===== config.mk =====
export PLATFORM = sky130hd
export DESIGN_NAME = lruc_ctrl
export DESIGN_NICKNAME = d
export VERILOG_FILES = /design/src/sv/lruc_pkg.sv /design/src/sv/lruc_ctrl.sv
export SDC_FILE = /design/constraint.sdc
export NUM_CORES = 1
export LEC_CHECK = 0
export BUFFER_PORTS_ARGS = -buffer_cell sky130_fd_sc_hd__buf_4
export CAP_MARGIN = 15
export CORE_AREA = 2 2 39 41
export DETAILED_ROUTE_END_ITERATION = 10
export DIE_AREA = 0 0 41 43
export SETUP_SLACK_MARGIN = 0.05
export SYNTH_ARGS = -nofsm -noshare
export SYNTH_HDL_FRONTEND = slang
export SYNTH_SLANG_ARGS = --single-unit

===== constraint.sdc =====
create_clock -name clk -period 2.32 [get_ports clk]
set_clock_uncertainty 0.1 [all_clocks]
set_input_delay 0.464 -clock clk [delete_from_list [all_inputs] [get_ports clk]]
set_output_delay 0.464 -clock clk [all_outputs]
set_load 0.03 [all_outputs]

===== src/sv/lruc_pkg.sv =====
// Shared types and constants of the LRU cache hit counter.
// Used by the channel interfaces, the controller, the datapath and the top level.
`timescale 1ns / 1ps

package lruc_pkg;

    localparam int LINE_SHIFT_W = 5;
    localparam int COUNT_W      = 32;

    localparam logic [LINE_SHIFT_W-1:0] LINE_SHIFT_RESET = 5'd7;

    typedef enum logic
    {
        REQ_ACCESS = 1'b0,
        REQ_CLEAR  = 1'b1
    } req_type_t;

    typedef struct packed
    {
        logic init_wr;
        logic load;
        logic scan_rd;
        logic commit;
    } lruc_cmd_t;

    typedef struct packed
    {
        logic idx_last;
        logic out_free;
    } lruc_sts_t;

endpackage


===== src/sv/lruc_ctrl.sv =====
// Sequencer of the LRU cache hit counter: clearing pass, accept, scan and commit.
// Depends on lruc_pkg for the command and status structs.
`timescale 1ns / 1ps

module lruc_ctrl
(
    input  logic                clk,
    input  logic                rst_n,
    input  logic                req_valid,
    input  logic                req_type,
    input  lruc_pkg::lruc_sts_t sts,
    output lruc_pkg::lruc_cmd_t cmd,
    output logic                req_ready
);
    import lruc_pkg::*;

    typedef enum logic [2:0]
    {
        ST_INIT,
        ST_IDLE,
        ST_SCAN,
        ST_DRAIN,
        ST_COMMIT
    } state_t;

    state_t state_reg;
    state_t state_next;

    always_comb
    begin
        state_next = state_reg;
        cmd        = '0;
        req_ready  = 1'b0;
        case (state_reg)
            ST_INIT:
            begin
                cmd.init_wr = 1'b1;
                if (sts.idx_last)
                begin
                    state_next = ST_IDLE;
                end
            end
            ST_IDLE:
            begin
                req_ready = 1'b1;
                cmd.load  = req_valid;
                if (req_valid)
                begin
                    state_next = (req_type == REQ_CLEAR) ? ST_COMMIT : ST_SCAN;
                end
            end
            ST_SCAN:
            begin
                cmd.scan_rd = 1'b1;
                if (sts.idx_last)
                begin
                    state_next = ST_DRAIN;
                end
            end
            ST_DRAIN:
            begin
                state_next = ST_COMMIT;
            end
            ST_COMMIT:
            begin
                if (sts.out_free)
                begin
                    cmd.commit = 1'b1;
                    state_next = ST_IDLE;
                end
            end
            default:
            begin
                state_next = ST_INIT;
            end
        endcase
    end

    always_ff @(posedge clk or negedge rst_n)
    begin
        if (!rst_n)
        begin
            state_reg <= ST_INIT;
        end
        else
        begin
            state_reg <= state_next;
        end
    end

endmodule


==> run summary <==
Worst-Margin Slew = 0.2450 ns
post-DP HPWL = 340.7 um
Detailed Route WL = 448 um
Final period util = 78.09%
Setup violations, final = 0
Global Route Usage Sum = 6.740%
crit start category = flop
site row count = 14
fin nets = 40
TritonCTS clock tree = built
RSZ-0062 raised after global routing = no
first-pass GRT wire length = 696 um
initial core utilization = 13.38%
Yosys cell types = 14
diode count = 0
Max Clock Freq = 552.0 MHz
CP arrival = 1.25 ns
largest cells by area after synthesis = dfrtp_1 (41%), and4bb_2 (6.8%), nand2b_1 (6.8%), nand4bb_1 (6.1%), a21oi_1 (5.4%)
outcome = complete, no violations
register area = 75.07 um2
Seq/Total Area, Yosys = 40.54%
# clock sinks = 3
Final TNS setup = 0 ns
initial antenna violation count = 0
post-cts sizing count = 0
die width = 41 um
CTS clock-pin slew for the worst setup and hold paths = 0.04 ns
max FFs per register = 3
crit end category = output pin
Mapped Avg Cell Area = 9.746 um2
Core ar. = 1384 um2
Seq cells post-synth = 3
Die H = 43 um
Synth Area in Simple Gates = 43.92%
FILL cells = 163
vias = 195
vias in the first global route = 188
DR vias/cell = 3.980
mux contribution to synthesized area = 0%
Critical Path RT = 1.76 ns
CTS Hold Bufs = 1
R2R setup slack = 1.07 ns
port bufs = 10
Synth area leader = dfrtp_1
largest net degree at the start of global routing = 10
post-synth top area share = 40.54%
multi-input logic area = 105.1 um2
Cells after Synth = 19
Syn Nets = 25
HP Class = in2reg
commonest non-fill, non-tap cell in the layout = buf_4
I/O pins = 11
largest family of logic cells by synthesized area = simple AND/OR/NAND/NOR gates
adder-cell share of the synthesized area = 0%
DRC Markers = 0
max-capacitance violation count = 0
CTS Buf Count = 3
root buffer cell = clkbuf_4
Compound-Gate Fraction of Synth Area = 12.84%
total gr overflow = 0
Final Critical Period = 1.812 ns
Die Area = 1763 um2
Pleak = 0.1442 nW
Post-CTS Setup Repair Bufs = 0
Worst slew margin = 83.44%
P per Cell Area = 1531 nW/um2
clk_lat worst skew = 0.23 ns
CP Class = reg2out
DR WL/cell = 9.143 um
starting DRC count in detailed routing = 1
DRT Pass-1 Iters = 5
CTS H-tree lvls = 1
Yosys warnings = 0
clk buf depth = 2
Layout area overhead = 68.24%
XOR/XNOR Fraction of Synth Area = 0%
Final Wtd Congestion = 0.6558
CP Max Fanout = 9
Final Hold Viols = 0
fin util = 22.51%
layout cells sized above 1 = 42.42%
most frequent cells in the layout = buf_4 (10), clkbuf_4 (3), dfrtp_1 (3)
Max VDD drop = 352.5 uV
Max Slew Vio Count = 0
post-route ant nets = 0
Post-Syn Area = 185.2 um2
-- final timing paths --
path                                       endpoint                      from  depth (start not counted)
hold / removal             state_reg[0]$_DFFE_PN0P_                    sts[1]                          2
min in group asynchronous  state_reg[0]$_DFFE_PN0P_                     rst_n                          2
setup / recovery                             cmd[2]  state_reg[0]$_DFFE_PN0P_                          3
hold reg to reg            state_reg[1]$_DFFE_PN0P_  state_reg[2]$_DFFE_PN0P_                          1
max in group asynchronous  state_reg[2]$_DFFE_PN0P_                     rst_n                          2
setup reg to reg           state_reg[2]$_DFFE_PN0P_  state_reg[1]$_DFFE_PN0P_                          2
-- metal layers --
layer,GRT usage (%),share of wire [%]
met1,6.472,39
met5,0,0
met3,3.141,6.9
met2,8.125,54
met4,10.00,0
-- cells in the mapped netlist --
| cell | instances |
|---|---|
| dfrtp_1 | 3 |
| a21oi_1 | 2 |
| nand2b_1 | 2 |
| nor2_1 | 2 |
| a211o_1 | 1 |
| and2_1 | 1 |
| and4bb_2 | 1 |
| buf_2 | 1 |
| nand4bb_1 | 1 |
| nor3_1 | 1 |
| nor3b_1 | 1 |
| nor4b_1 | 1 |
| o21ai_0 | 1 |
| or4b_1 | 1 |
-- metrics by stage --
step / setup WS [ns] / hold slack (ns) / power (mW) / cells / cell area, um2
final: 0.5083 / 0.3516 / 0.4770 / 49 / 311.5
after global routing: 0.4102 / 0.3669 / 0.5052 / 49 / 311.5
after CTS: 0.4750 / 0.3554 / 0.4845 / 49 / 311.5
after detailed placement: 0.7281 / 0.1544 / 0.3871 / 44 / 275.3
after global placement: 0.7558 / 0.1535 / 0.3850 / 44 / 275.3
after floorplan: 0.07188 / 0.06841 / 0.2981 / 19 / 185.2
-- worst max-delay path: stages (launching register included) --
cell	delay, ns
dfrtp_1	0.45
nor3b_1	0.26
and2_1	0.16
buf_4	0.15
-- cells by family (layout without fill, tap and decap cells) --
| kind of cell | count (synthesis) | count (layout) |
|---|---|---|
| compound gates | 4 | 4 |
| buf+inv | 1 | 15 |
| flops | 3 | 3 |
| simple gates | 11 | 11 |
-- where the power goes --
part           switching (mW)  internal (mW)
Combinational           0.139          0.117
Sequential             0.0499         0.0786
Clock                  0.0280         0.0645
-- cell type report --
type | instances | area share (%)
clock buffer | 4 | 8.434
multi-input combinational | 15 | 33.73
sequential | 3 | 24.10
tap | 16 | 6.426
timing repair buffer | 11 | 27.31
No activity file was read; power rests on OpenSTA's default activity.
